### src/rtl/skf_pkg.sv
// Shared constants, types and controller codes for the scalar Kalman filter.
// No dependencies; every other source file depends on this package.
package skf_pkg;

  localparam int DATA_W    = 32;
  localparam int FRAC_W    = 16;
  localparam int GAIN_W    = FRAC_W + 1;
  localparam int MCAND_W   = DATA_W + 1;
  localparam int PROD_W    = MCAND_W + GAIN_W;
  localparam int CNT_W     = $clog2(GAIN_W);
  localparam int CFG_IDX_W = 4;

  localparam logic [CFG_IDX_W-1:0] REG_PROCESS_NOISE     = CFG_IDX_W'(0);
  localparam logic [CFG_IDX_W-1:0] REG_MEASUREMENT_NOISE = CFG_IDX_W'(1);

  localparam logic [DATA_W-1:0] PROCESS_NOISE_RST     = DATA_W'(20 << FRAC_W);
  localparam logic [DATA_W-1:0] MEASUREMENT_NOISE_RST = DATA_W'(200 << FRAC_W);

  localparam logic [GAIN_W-1:0] ONE_Q = GAIN_W'(1) << FRAC_W;

  typedef enum logic [2:0] {
    ST_IDLE,
    ST_PM,
    ST_DEN,
    ST_DIV,
    ST_MUL,
    ST_UPD
  } skf_state_e;

  typedef struct packed {
    logic in_ready;
    logic load_in;
    logic load_pm;
    logic load_den;
    logic div_start;
    logic mul_start;
    logic commit;
  } skf_ctl_t;

  typedef struct packed {
    logic div_done;
    logic mul_done;
    logic out_free;
  } skf_sts_t;

endpackage

### src/rtl/skf_if.sv
// Handshake channels of the scalar Kalman filter: sample in, estimate out, config write.
// Depends on skf_pkg.
interface skf_sample_if;
  logic                                valid;
  logic                                ready;
  logic signed [skf_pkg::DATA_W-1:0]   sample;
  modport source (output valid, output sample, input ready);
  modport sink   (input valid, input sample, output ready);
endinterface

interface skf_estimate_if;
  logic                                valid;
  logic                                ready;
  logic signed [skf_pkg::DATA_W-1:0]   estimate;
  modport source (output valid, output estimate, input ready);
  modport sink   (input valid, input estimate, output ready);
endinterface

interface skf_cfg_if;
  logic                                valid;
  logic                                ready;
  logic [skf_pkg::CFG_IDX_W-1:0]       index;
  logic [skf_pkg::DATA_W-1:0]          data;
  modport source (output valid, output index, output data, input ready);
  modport sink   (input valid, input index, input data, output ready);
endinterface

### src/rtl/skf_div.sv
// Bit-serial restoring divider for the gain: one quotient bit per cycle.
// Depends on skf_pkg.
module skf_div (
  input  logic                         clk_i,
  input  logic                         rst_ni,
  input  logic                         start_i,
  input  logic [skf_pkg::DATA_W-1:0]   num_i,
  input  logic [skf_pkg::DATA_W:0]     den_i,
  output logic                         done_o,
  output logic [skf_pkg::GAIN_W-1:0]   quot_o
);
  import skf_pkg::*;

  localparam logic [CNT_W-1:0] LAST = CNT_W'(GAIN_W - 1);

  logic                busy_q, busy_d;
  logic                first_q, first_d;
  logic                done_q, done_d;
  logic [CNT_W-1:0]    cnt_q, cnt_d;
  logic [DATA_W:0]     rem_q, rem_d;
  logic [DATA_W:0]     den_q, den_d;
  logic [GAIN_W-1:0]   quot_q, quot_d;
  logic [DATA_W+1:0]   trial;
  logic [DATA_W+1:0]   trial_sub;
  logic                ge;

  always_comb begin
    trial     = first_q ? {1'b0, rem_q} : {rem_q, 1'b0};
    ge        = trial >= {1'b0, den_q};
    trial_sub = trial - {1'b0, den_q};
  end

  always_comb begin
    busy_d  = busy_q;
    first_d = first_q;
    done_d  = 1'b0;
    cnt_d   = cnt_q;
    rem_d   = rem_q;
    den_d   = den_q;
    quot_d  = quot_q;
    if (start_i) begin
      busy_d  = 1'b1;
      first_d = 1'b1;
      cnt_d   = '0;
      rem_d   = {1'b0, num_i};
      den_d   = den_i;
      quot_d  = '0;
    end else if (busy_q) begin
      first_d = 1'b0;
      rem_d   = ge ? trial_sub[DATA_W:0] : trial[DATA_W:0];
      quot_d  = {quot_q[GAIN_W-2:0], ge};
      cnt_d   = cnt_q + CNT_W'(1);
      if (cnt_q == LAST) begin
        busy_d = 1'b0;
        done_d = 1'b1;
      end
    end
  end

  always_ff @(posedge clk_i or negedge rst_ni) begin
    if (!rst_ni) begin
      busy_q  <= 1'b0;
      first_q <= 1'b0;
      done_q  <= 1'b0;
      cnt_q   <= '0;
    end else begin
      busy_q  <= busy_d;
      first_q <= first_d;
      done_q  <= done_d;
      cnt_q   <= cnt_d;
    end
  end

  always_ff @(posedge clk_i) begin
    rem_q  <= rem_d;
    den_q  <= den_d;
    quot_q <= quot_d;
  end

  assign done_o = done_q;
  assign quot_o = quot_q;

endmodule

### src/rtl/skf_mul.sv
// Bit-serial shift-add multiplier: one multiplier bit per cycle, MSB first.
// Depends on skf_pkg.
module skf_mul (
  input  logic                         clk_i,
  input  logic                         rst_ni,
  input  logic                         start_i,
  input  logic [skf_pkg::MCAND_W-1:0]  a_i,
  input  logic [skf_pkg::GAIN_W-1:0]   b_i,
  output logic                         done_o,
  output logic [skf_pkg::PROD_W-1:0]   prod_o
);
  import skf_pkg::*;

  localparam logic [CNT_W-1:0] LAST = CNT_W'(GAIN_W - 1);

  logic                busy_q, busy_d;
  logic                done_q, done_d;
  logic [CNT_W-1:0]    cnt_q, cnt_d;
  logic [MCAND_W-1:0]  a_q, a_d;
  logic [GAIN_W-1:0]   b_q, b_d;
  logic [PROD_W-1:0]   acc_q, acc_d;

  always_comb begin
    busy_d = busy_q;
    done_d = 1'b0;
    cnt_d  = cnt_q;
    a_d    = a_q;
    b_d    = b_q;
    acc_d  = acc_q;
    if (start_i) begin
      busy_d = 1'b1;
      cnt_d  = '0;
      a_d    = a_i;
      b_d    = b_i;
      acc_d  = '0;
    end else if (busy_q) begin
      acc_d = {acc_q[PROD_W-2:0], 1'b0} + (b_q[GAIN_W-1] ? PROD_W'(a_q) : '0);
      b_d   = {b_q[GAIN_W-2:0], 1'b0};
      cnt_d = cnt_q + CNT_W'(1);
      if (cnt_q == LAST) begin
        busy_d = 1'b0;
        done_d = 1'b1;
      end
    end
  end

  always_ff @(posedge clk_i or negedge rst_ni) begin
    if (!rst_ni) begin
      busy_q <= 1'b0;
      done_q <= 1'b0;
      cnt_q  <= '0;
    end else begin
      busy_q <= busy_d;
      done_q <= done_d;
      cnt_q  <= cnt_d;
    end
  end

  always_ff @(posedge clk_i) begin
    a_q   <= a_d;
    b_q   <= b_d;
    acc_q <= acc_d;
  end

  assign done_o = done_q;
  assign prod_o = acc_q;

endmodule

### src/rtl/skf_ctrl.sv
// Sequencer for one filter update: predict, denominator, divide, multiply, commit.
// Depends on skf_pkg.
module skf_ctrl (
  input  logic              clk_i,
  input  logic              rst_ni,
  input  logic              in_valid_i,
  input  skf_pkg::skf_sts_t sts_i,
  output skf_pkg::skf_ctl_t ctl_o
);
  import skf_pkg::*;

  skf_state_e state_q, state_d;

  always_comb begin
    state_d = state_q;
    case (state_q)
      ST_IDLE: if (in_valid_i) state_d = ST_PM;
      ST_PM:   state_d = ST_DEN;
      ST_DEN:  state_d = ST_DIV;
      ST_DIV:  if (sts_i.div_done) state_d = ST_MUL;
      ST_MUL:  if (sts_i.mul_done) state_d = ST_UPD;
      ST_UPD:  if (sts_i.out_free) state_d = ST_IDLE;
      default: state_d = ST_IDLE;
    endcase
  end

  always_comb begin
    ctl_o = '0;
    case (state_q)
      ST_IDLE: begin
        ctl_o.in_ready = 1'b1;
        ctl_o.load_in  = in_valid_i;
      end
      ST_PM: begin
        ctl_o.load_pm = 1'b1;
      end
      ST_DEN: begin
        ctl_o.load_den  = 1'b1;
        ctl_o.div_start = 1'b1;
      end
      ST_DIV: begin
        ctl_o.mul_start = sts_i.div_done;
      end
      ST_UPD: begin
        ctl_o.commit = sts_i.out_free;
      end
      default: ctl_o = '0;
    endcase
  end

  always_ff @(posedge clk_i or negedge rst_ni) begin
    if (!rst_ni) begin
      state_q <= ST_IDLE;
    end else begin
      state_q <= state_d;
    end
  end

endmodule

### src/rtl/scalar_kalman_filter.sv
// Scalar Kalman filter (A = 1, H = 1) on signed Q16.16 samples, top level.
// Depends on skf_pkg, skf_if, skf_ctrl, skf_div and skf_mul.
//
// One sample word is taken at a time and yields one estimate word. An update
// runs from accept to the estimate on the output in these steps: the
// predicted covariance; the denominator and the innovation; the bit-serial
// gain divider (17 quotient bits, one per cycle, then done); the two
// bit-serial multipliers (17 gain bits, one per cycle, then done); then the
// commit. The next sample is taken in the idle cycle after commit, even while
// the previous estimate still waits in the output register. The process and
// measurement noise registers (index 0 and 1, unsigned Q16.16) are to be
// written by the user only while the filter is idle, which the block itself
// does not enforce; other indexes are dropped.
module scalar_kalman_filter (
  input  logic    clk_i,
  input  logic    rst_ni,
  skf_sample_if.sink     sample_in,
  skf_estimate_if.source estimate_out,
  skf_cfg_if.sink        cfg
);
  import skf_pkg::*;

  skf_ctl_t ctl;
  skf_sts_t sts;

  logic [DATA_W-1:0]        q_noise_q, r_noise_q;
  logic signed [DATA_W-1:0] est_q;
  logic [DATA_W-1:0]        cov_q;
  logic signed [DATA_W-1:0] sample_q;
  logic [DATA_W-1:0]        pm_q;
  logic                     den_zero_q;
  logic                     neg_q;
  logic [MCAND_W-1:0]       mag_q;
  logic                     out_valid_q;
  logic signed [DATA_W-1:0] out_est_q;

  logic [DATA_W:0]          pm_sum;
  logic [DATA_W:0]          den_sum;
  logic signed [DATA_W:0]   diff;
  logic [MCAND_W-1:0]       mag_d;
  logic                     div_done, mul_done, mul_cov_done;
  logic [GAIN_W-1:0]        div_quot;
  logic [GAIN_W-1:0]        gain;
  logic [GAIN_W-1:0]        gain_c;
  logic [PROD_W-1:0]        prod_corr, prod_cov;
  logic [PROD_W-FRAC_W-1:0] corr;
  logic [PROD_W-FRAC_W-1:0] cov_full;
  logic signed [DATA_W+2:0] est_ext, corr_ext, est_sum;
  logic signed [DATA_W-1:0] est_new;
  logic [DATA_W-1:0]        cov_new;

  skf_ctrl u_ctrl (
    .clk_i      (clk_i),
    .rst_ni     (rst_ni),
    .in_valid_i (sample_in.valid),
    .sts_i      (sts),
    .ctl_o      (ctl)
  );

  assign sample_in.ready = ctl.in_ready;
  assign cfg.ready       = 1'b1;

  always_comb begin
    sts.div_done = div_done;
    sts.mul_done = mul_done;
    sts.out_free = !out_valid_q || estimate_out.ready;
  end

  always_ff @(posedge clk_i or negedge rst_ni) begin
    if (!rst_ni) begin
      q_noise_q <= PROCESS_NOISE_RST;
      r_noise_q <= MEASUREMENT_NOISE_RST;
    end else if (cfg.valid) begin
      if (cfg.index == REG_PROCESS_NOISE) begin
        q_noise_q <= cfg.data;
      end else if (cfg.index == REG_MEASUREMENT_NOISE) begin
        r_noise_q <= cfg.data;
      end
    end
  end

  always_comb begin
    pm_sum  = {1'b0, cov_q} + {1'b0, q_noise_q};
    den_sum = {1'b0, pm_q} + {1'b0, r_noise_q};
    diff    = {sample_q[DATA_W-1], sample_q} - {est_q[DATA_W-1], est_q};
    mag_d   = diff[DATA_W] ? MCAND_W'(-diff) : MCAND_W'(diff);
  end

  always_ff @(posedge clk_i) begin
    if (ctl.load_in) begin
      sample_q <= sample_in.sample;
    end
    if (ctl.load_pm) begin
      pm_q <= pm_sum[DATA_W] ? '1 : pm_sum[DATA_W-1:0];
    end
    if (ctl.load_den) begin
      den_zero_q <= den_sum == '0;
      neg_q      <= diff[DATA_W];
      mag_q      <= mag_d;
    end
  end

  skf_div u_div (
    .clk_i   (clk_i),
    .rst_ni  (rst_ni),
    .start_i (ctl.div_start),
    .num_i   (pm_q),
    .den_i   (den_sum),
    .done_o  (div_done),
    .quot_o  (div_quot)
  );

  // Div starts in the denominator cycle, right after the predicted-covariance cycle that loads pm_q.
  assign gain   = den_zero_q ? '0 : div_quot;
  assign gain_c = ONE_Q - gain;

  skf_mul u_mul_corr (
    .clk_i   (clk_i),
    .rst_ni  (rst_ni),
    .start_i (ctl.mul_start),
    .a_i     (mag_q),
    .b_i     (gain),
    .done_o  (mul_done),
    .prod_o  (prod_corr)
  );

  skf_mul u_mul_cov (
    .clk_i   (clk_i),
    .rst_ni  (rst_ni),
    .start_i (ctl.mul_start),
    .a_i     ({1'b0, pm_q}),
    .b_i     (gain_c),
    .done_o  (mul_cov_done),
    .prod_o  (prod_cov)
  );

  always_comb begin
    corr     = prod_corr[PROD_W-1:FRAC_W];
    cov_full = prod_cov[PROD_W-1:FRAC_W];
    est_ext  = {{3{est_q[DATA_W-1]}}, est_q};
    corr_ext = {1'b0, corr};
    est_sum  = neg_q ? est_ext - corr_ext : est_ext + corr_ext;
    if (est_sum[DATA_W+2:DATA_W-1] == '0 || est_sum[DATA_W+2:DATA_W-1] == '1) begin
      est_new = est_sum[DATA_W-1:0];
    end else if (est_sum[DATA_W+2]) begin
      est_new = {1'b1, {(DATA_W-1){1'b0}}};
    end else begin
      est_new = {1'b0, {(DATA_W-1){1'b1}}};
    end
    cov_new = (|cov_full[PROD_W-FRAC_W-1:DATA_W]) ? '1 : cov_full[DATA_W-1:0];
  end

  always_ff @(posedge clk_i or negedge rst_ni) begin
    if (!rst_ni) begin
      est_q       <= '0;
      cov_q       <= '0;
      out_valid_q <= 1'b0;
    end else begin
      if (ctl.commit) begin
        est_q       <= est_new;
        cov_q       <= cov_new;
        out_valid_q <= 1'b1;
      end else if (estimate_out.ready) begin
        out_valid_q <= 1'b0;
      end
    end
  end

  always_ff @(posedge clk_i) begin
    if (ctl.commit) begin
      out_est_q <= est_new;
    end
  end

  assign estimate_out.valid    = out_valid_q;
  assign estimate_out.estimate = out_est_q;

  a_one_in_flight: assert property (@(posedge clk_i) disable iff (!rst_ni)
    (sample_in.valid && sample_in.ready) |=> !sample_in.ready)
    else $error("sample taken while an update is in progress");

  a_gain_range: assert property (@(posedge clk_i) disable iff (!rst_ni)
    ctl.mul_start |-> gain <= ONE_Q)
    else $error("gain above one");

  a_mul_lockstep: assert property (@(posedge clk_i) disable iff (!rst_ni)
    mul_done == mul_cov_done)
    else $error("multipliers out of step");

  a_cov_shrinks: assert property (@(posedge clk_i) disable iff (!rst_ni)
    ctl.commit |=> cov_q <= $past(pm_q))
    else $error("covariance grew past the prediction");

endmodule

### src/flat_wrapper.sv
// flat-port wrapper written by rule: the top's interface ports become plain ports
module scalar_kalman_filter_flat import skf_pkg::*;
  (clk_i, rst_ni, sample_in_valid, sample_in_sample, sample_in_ready, estimate_out_valid, estimate_out_estimate, estimate_out_ready, cfg_valid, cfg_index, cfg_data, cfg_ready);
  skf_sample_if sample_in_i ();
  skf_estimate_if estimate_out_i ();
  skf_cfg_if cfg_i ();
  input  logic clk_i;
  input  logic rst_ni;
  input wire logic [$bits(sample_in_i.valid)-1:0] sample_in_valid;
  input wire logic [$bits(sample_in_i.sample)-1:0] sample_in_sample;
  output wire logic [$bits(sample_in_i.ready)-1:0] sample_in_ready;
  output wire logic [$bits(estimate_out_i.valid)-1:0] estimate_out_valid;
  output wire logic [$bits(estimate_out_i.estimate)-1:0] estimate_out_estimate;
  input wire logic [$bits(estimate_out_i.ready)-1:0] estimate_out_ready;
  input wire logic [$bits(cfg_i.valid)-1:0] cfg_valid;
  input wire logic [$bits(cfg_i.index)-1:0] cfg_index;
  input wire logic [$bits(cfg_i.data)-1:0] cfg_data;
  output wire logic [$bits(cfg_i.ready)-1:0] cfg_ready;
  assign sample_in_i.valid = sample_in_valid;
  assign sample_in_i.sample = sample_in_sample;
  assign sample_in_ready = sample_in_i.ready;
  assign estimate_out_valid = estimate_out_i.valid;
  assign estimate_out_estimate = estimate_out_i.estimate;
  assign estimate_out_i.ready = estimate_out_ready;
  assign cfg_i.valid = cfg_valid;
  assign cfg_i.index = cfg_index;
  assign cfg_i.data = cfg_data;
  assign cfg_ready = cfg_i.ready;
  scalar_kalman_filter u_core (.clk_i(clk_i), .rst_ni(rst_ni), .sample_in(sample_in_i), .estimate_out(estimate_out_i), .cfg(cfg_i));
endmodule
### config.mk
export PLATFORM = sky130hd
export DESIGN_NAME = scalar_kalman_filter_flat
export DESIGN_NICKNAME = d
export VERILOG_FILES = /design/src/rtl/skf_pkg.sv /design/src/rtl/skf_if.sv /design/src/rtl/skf_div.sv /design/src/rtl/skf_mul.sv /design/src/rtl/skf_ctrl.sv /design/src/rtl/scalar_kalman_filter.sv /design/src/flat_wrapper.sv
export SDC_FILE = /design/constraint.sdc
export NUM_CORES = 1
export LEC_CHECK = 0
export ABC_AREA = 1
export BUFFER_PORTS_ARGS = -buffer_cell sky130_fd_sc_hd__buf_4
export CAP_MARGIN = 0
export CORE_MARGIN = 2
export CORE_UTILIZATION = 25
export DETAILED_ROUTE_END_ITERATION = 6
export PLACE_DENSITY_LB_ADDON = 0.3
export REMOVE_ABC_BUFFERS = 1
export SETUP_SLACK_MARGIN = 0.02
export SLEW_MARGIN = 40
export SYNTH_ARGS = -nofsm -noshare
export SYNTH_HDL_FRONTEND = slang
export SYNTH_HIERARCHICAL = 1
export SYNTH_SLANG_ARGS = --single-unit
### constraint.sdc
create_clock -name clk_i -period 7.9 [get_ports clk_i]
set_input_delay 0.395 -clock clk_i [delete_from_list [all_inputs] [get_ports clk_i]]
set_output_delay 0.395 -clock clk_i [all_outputs]
set_load 0.005 [all_outputs]
### Word-level counts from Yosys, hierarchy flattened

Cells that the tools add are included.

* bitwise gates (word level): 1
* $add $sub $neg: 13
* reduce and logical (&&, ||, !) cells: 15
* equal/unequal tests: 14
* muxes and demuxes: 51
* magnitude comparators: 1

Operators with widths (count)
* 2-to-1 mux 32 bit: 7
* adder 50 bit: 2
* 2-to-1 mux 17 bit: 5
* adder 32 x 32 -> 33 bit: 2
* 2-to-1 mux 33 bit: 2
* adder 32 x 35 -> 35 bit: 1
* 2-to-1 mux 35 bit: 1
* subtractor 32 x 35 -> 35 bit: 1
* greater-or-equal comparator 34 x 33 -> 1 bit: 1
* 2-to-1 mux 34 bit: 1
* logical NOT 33 bit: 1
* negation 33 bit: 1
* subtractor 32 x 32 -> 33 bit: 1
* subtractor 33 bit: 1
* 2-to-1 mux 5 bit: 6
* 2-to-1 mux 1 bit: 22
* one-hot mux 3 bit (6 select lines): 1
* subtractor 17 bit, first input constant: 1
* adder 5 x 1 -> 5 bit, second input constant: 3
* == test 5 bit, second input constant: 3
* 2-to-1 mux 3 bit: 4
* logical NOT 4 bit: 2
* inequality test 2 bit, second input constant: 4
* nonzero test 2 bit: 4
* other kinds (14): 18

* word-level logic and storage cells: 127
* register bits: 566
* bits of input ports: 73
* output and inout bits: 35

### Depth between registers and ports, before layout

* depth in word-level cells: 5
* gate-level depth with buffers: 29
* mapped depth without buffers: 28

### By module

Netlist, hierarchy kept.

Modules (own cells, without submodules)
* scalar_kalman_filter: area an instance 20176.9 um2, times used 1, cells an instance 2889, seq. area each 7168.1 um2
* skf_mul: area an instance 7219.4 um2, times used 2, cells an instance 1115, seq. area each 2677.6 um2
* skf_div: area an instance 6551.3 um2, times used 1, cells an instance 960, seq. area each 2512.4 um2
* skf_ctrl: area an instance 260.2 um2, times used 1, cells an instance 40, seq. area each 75.1 um2

### Least setup slack after synthesis

OpenSTA, ideal clock, no wires.

* path type: reg-to-reg
* start: register u_core.u_ctrl.state_q[2]
* end: register u_core.u_mul_corr.b_q[0], enable pin
* stages on the path, launching flop included: 8
* setup slack: 3.156 ns
* period minus slack after synthesis: 4.744 ns
* setup time: 0.373 ns
* buffers on the path: 2
* data required time: 7.527 ns
* arrival: 4.371 ns
* path through: dfrtp_1 > buf_8 > nor2_2 > inv_1 > nor2_1 > clkbuf_1 > nor2_1 > inv_1

RTL lines
* start: declaration: RTL line skf_ctrl.sv:12 `skf_state_e state_q, state_d;`
* start signal: assignment: RTL line skf_ctrl.sv:55 `state_q <= state_d;`
* end signal: assignment: RTL line skf_mul.sv:61 `b_q <= b_d;`
* end: declaration: RTL line skf_mul.sv:20 `logic [GAIN_W-1:0] b_q, b_d;`

### Worst setup path after layout

* start: register u_core.u_mul_corr.acc_q[17] (netlist: u_core/u_mul_corr/prod_o[17])
* end: register u_core.out_est_q[1] (netlist: u_core/estimate_out.estimate[1]) (data pin)

* word-level cells in the longest chain between the ends: 5
* elaborated cells between the ends (all ways): 8
* classes of those cells: add/sub (2); eq/ne (1); mux (3); reduce/logical (2)

RTL lines
* start: declaration: RTL line skf_mul.sv:21 `logic [PROD_W-1:0] acc_q, acc_d;`
* start signal: assignment: RTL line skf_mul.sv:62 `acc_q <= acc_d;`
* adder 32 x 35 -> 35 bit / subtractor 32 x 35 -> 35 bit (equally long branches): RTL line scalar_kalman_filter.sv:142 `est_sum = neg_q ? est_ext - corr_ext : est_ext + corr_ext;`
* 2-to-1 mux 35 bit *: RTL line scalar_kalman_filter.sv:142
* == test 4 bit / logical NOT 4 bit (equally long branches): RTL line scalar_kalman_filter.sv:143 `if (est_sum[DATA_W+2:DATA_W-1] == '0 || est_sum[DATA_W+2:DATA_W-1] == '1) begin`
* logical OR 1 bit: RTL line scalar_kalman_filter.sv:143
* 2-to-1 mux 32 bit *: RTL line scalar_kalman_filter.sv:143
* named net u_core.est_new[1]: RTL line scalar_kalman_filter.sv:49 `logic signed [DATA_W-1:0] est_new;`
* end signal: assignment: RTL line scalar_kalman_filter.sv:171 `out_est_q <= est_new;`
* end: declaration: RTL line scalar_kalman_filter.sv:35 `logic signed [DATA_W-1:0] out_est_q;`

The timed path passes the listed nets; every way through them passes the cells marked *.
A chain may end at the register's enable or synchronous reset.

==> out/summary.json <==
{
  "status": {"value": "finished, final reports clean"},
  "period_share": {"value": 0.603},
  "commonest_non_fill_non_tap_cell_in_the_layout": {"value": "sky130_fd_sc_hd__nand2_1"},
  "final_number_of_max_transition_violations": {"value": 0},
  "static-leakage-power": {"value": 23.7, "unit": "nW"},
  "synthesis.area_per_instance": {"value": 6.77, "unit": "sq um"},
  "hpwlAfterDp": {"value": 116000, "unit": "microns"},
  "setup.worst_path.end_class": {"value": "flip-flop"},
  "dr_vias": {"value": 38200},
  "clockBufferDepth": {"value": 3},
  "worst_clock_skew": {"value": 0.0392, "unit": "ns"},
  "number_of_core_rows": {"value": 149},
  "synth_area": {"value": 41400, "unit": "sq um"},
  "vias_per_cell": {"value": 4.50},
  "core_area": {"value": 165000, "unit": "sq um"},
  "portBuffers": {"value": 106},
  "reg2regPathDepth": {"value": 24},
  "cp.arrival": {"value": 5.14, "unit": "ns"},
  "timing.final.hold_violations": {"value": 0},
  "worst_setup_path_start_kind": {"value": "flip-flop"},
  "worst_ir_drop_vdd": {"value": 0.262, "unit": "mV"},
  "internal_power": {"value": 0.0102, "unit": "W"},
  "globalRouteMet2Util": {"value": 0.258},
  "p_total": {"value": 0.0206, "unit": "W"},
  "sequentialPowerShare": {"value": 0.254},
  "antenna_found_initial": {"value": 3},
  "grt_pass1_wl": {"value": 218000, "unit": "microns"},
  "boundaryPins": {"value": 108},
  "seqCellArea": {"value": 15100, "unit": "sq um"},
  "avgRoutedWirePerCell": {"value": 16.9, "unit": "microns"},
  "busiest_layer": {"value": "met2"},
  "gr-total-overflow": {"value": 0},
  "grt.total_usage": {"value": 0.167},
  "timing.max_cap.violations": {"value": 0},
  "rsz_0062_raised_after_global_routing": {"value": "no"},
  "synth_warnings": {"value": 6},
  "postLayoutCellArea": {"value": 47400, "unit": "sq um"},
  "via_count_of_the_first_global_routing_pass": {"value": 36100},
  "worstPathMaxFanout": {"value": 29},
  "min_path_type": {"value": "input port to flip-flop"},
  "most-common-layout-cells": {"value": "sky130_fd_sc_hd__nand2_1, sky130_fd_sc_hd__inv_1, sky130_fd_sc_hd__nor2_1"},
  "power_density_over_cell_area": {"value": 434, "unit": "nW/um^2"},
  "layout_min_cycle_time": {"value": 4.76, "unit": "ns"},
  "power.switching": {"value": 0.0104, "unit": "W"},
  "grtUsageMet3": {"value": 0.0160},
  "grt.met1_usage": {"value": 0.247},
  "route.detailed.drc": {"value": 0},
  "final_nets": {"value": 6560},
  "post_cts_resize_count": {"value": 0},
  "die_height": {"value": 411, "unit": "microns"},
  "grt_start_max_net_pins": {"value": 69},
  "finish.utilization": {"value": 0.288},
  "max_slew.worst_pin.slew": {"value": 0.791, "unit": "ns"},
  "syn_to_final_growth": {"value": 14.6, "unit": "%"},
  "swShare": {"value": 0.503},
  "post-cts-setup-buffers": {"value": 0},
  "drt_first_pass_iters": {"value": 6},
  "effective_utilization_at_floorplan": {"value": 0.251},
  "htree_num_levels": {"value": 3},
  "clock_power_share": {"value": 0.159},
  "report.final.setup_viol": {"value": 0},
  "timing.fmax": {"value": 210, "unit": "MHz"},
  "iter_0_drt_violations": {"value": 2869},
  "crit_type": {"value": "flip-flop to flip-flop"},
  "final_antenna_net_count": {"value": 0},
  "slew-limit-headroom": {"value": 0.472},
  "routed_wl": {"value": 144000, "unit": "microns"},
  "holdPathStages": {"value": 3},
  "holdBufCountCts": {"value": 39},
  "place_congestion": {"value": 0.962},
  "cts_made_buffers": {"value": 67},
  "num-fill-cells": {"value": 18200},
  "clk_pin_slew": {"value": 0.06, "unit": "ns"},
  "clk_latency": {"value": 0.69, "unit": "ns"},
  "cts_root_buf": {"value": "sky130_fd_sc_hd__clkbuf_16"},
  "worst_ep_required_time": {"value": 8.28, "unit": "ns"},
  "worst-r2r-setup-slack": {"value": 3.14, "unit": "ns"},
  "cts_tree": {"value": "done"},
  "combinational_power_share": {"value": 0.586},
  "fraction_of_final_layout_cells_with_drive_strength_greater_than_1": {"value": 0.0684},
  "clock_sinks": {"value": 567},
  "post_synthesis_cells": {"value": 6117},
  "place_area": {"value": 44700, "unit": "sq um"},
  "chipWidth": {"value": 411, "unit": "microns"},
  "multi_input_comb_area": {"value": 22100, "unit": "sq um"},
  "die_area": {"value": 169000, "unit": "sq um"}
}
[final cells by class]
type	instances	area share
antenna	1	0.0000528
clock inverter	28	0.00847
inverter	987	0.0781
multi-input combinational	4452	0.467
sequential	567	0.318
timing repair buffer	169	0.0302
clock buffer	96	0.0404
tap	2189	0.0577
[critical path, cell delays in order, from the launching register on]
cell	delay, ns
sky130_fd_sc_hd__dfxtp_1	0.34
sky130_fd_sc_hd__inv_1	0.10
sky130_fd_sc_hd__nand3_1	0.14
sky130_fd_sc_hd__nor2_1	0.16
sky130_fd_sc_hd__nand4_1	0.13
sky130_fd_sc_hd__nor3_1	0.30
sky130_fd_sc_hd__nand2_1	0.18
sky130_fd_sc_hd__o31ai_1	0.41
sky130_fd_sc_hd__o21ai_0	0.20
sky130_fd_sc_hd__xor2_1	0.16
sky130_fd_sc_hd__inv_1	0.06
sky130_fd_sc_hd__ha_1	0.37
sky130_fd_sc_hd__inv_2	0.13
sky130_fd_sc_hd__o21ai_0	0.12
sky130_fd_sc_hd__nor2_1	0.13
sky130_fd_sc_hd__nand2_1	0.06
sky130_fd_sc_hd__a21oi_1	0.23
sky130_fd_sc_hd__nand2_1	0.12
sky130_fd_sc_hd__nand2_1	0.07
sky130_fd_sc_hd__nand2_1	0.05
sky130_fd_sc_hd__nor2_1	0.13
sky130_fd_sc_hd__nand3_2	0.13
sky130_fd_sc_hd__nand3_2	0.13
sky130_fd_sc_hd__buf_4	0.44
sky130_fd_sc_hd__o21ai_1	0.14
[power groups by stage]
stage	Combinational (W)	Sequential [W]	Clock (W)
after floorplan	0.00868	0.00491	0
after global placement	0.0120	0.00529	0
after detailed placement	0.0120	0.00530	0
after CTS	0.0121	0.00525	0.00338
after global routing	0.0137	0.00533	0.00348
final	0.0121	0.00524	0.00328
[worst paths after layout]
kind / endpoint / start
setup / recovery: u_core/estimate_out.estimate[1] / u_core/u_mul_corr/prod_o[17]
hold / removal: u_core/r_noise_q[8] / cfg_data[8]
setup reg to reg: u_core/estimate_out.estimate[1] / u_core/u_mul_corr/prod_o[17]
hold reg to reg: u_core/u_mul_corr/a_q[28] / u_core/mag_q[28]
max in group asynchronous: u_core/est_q[30] / rst_ni
min in group asynchronous: u_core/cov_q[16] / rst_ni
[sequential cells by signal, indices dropped and copies added (netlist names), 32 cells and up]
name	count
u_core/cov_q	32
u_core/est_q	32
u_core/estimate_out.estimate	32
u_core/mag_q	33
u_core/pm_q	32
u_core/q_noise_q	32
u_core/r_noise_q	32
u_core/sample_q	32
u_core/u_div/den_q	33
u_core/u_div/rem_q	33
u_core/u_mul_corr/a_q	33
u_core/u_mul_corr/prod_o	50
u_core/u_mul_cov/a_q	33
u_core/u_mul_cov/prod_o	50
[stage by stage]
step	setup WS, ns	hold slack (ns)	TNS [ns]	cells
after floorplan	-4.14	0.0994	-426.69	6006
after global placement	3.05	0.401	0	8322
after detailed placement	3.14	0.405	0	8325
after CTS	3.12	0.00862	0	8488
after global routing	2.62	0.0726	0	8488
final	3.14	0.0631	0	8489
[layer usage]
| metal | part of all wire | wire (microns) | vias up |
|---|---|---|---|
| li1 | - | - | 19600 |
| met1 | 0.50 | 72400 | 17600 |
| met2 | 0.43 | 61700 | 856 |
| met3 | 0.046 | 6540 | 125 |
| met4 | 0.020 | 2830 | 0 |
| met5 | 0 | 0 | - |
Note: power is estimated with default switching activity, not from simulation.
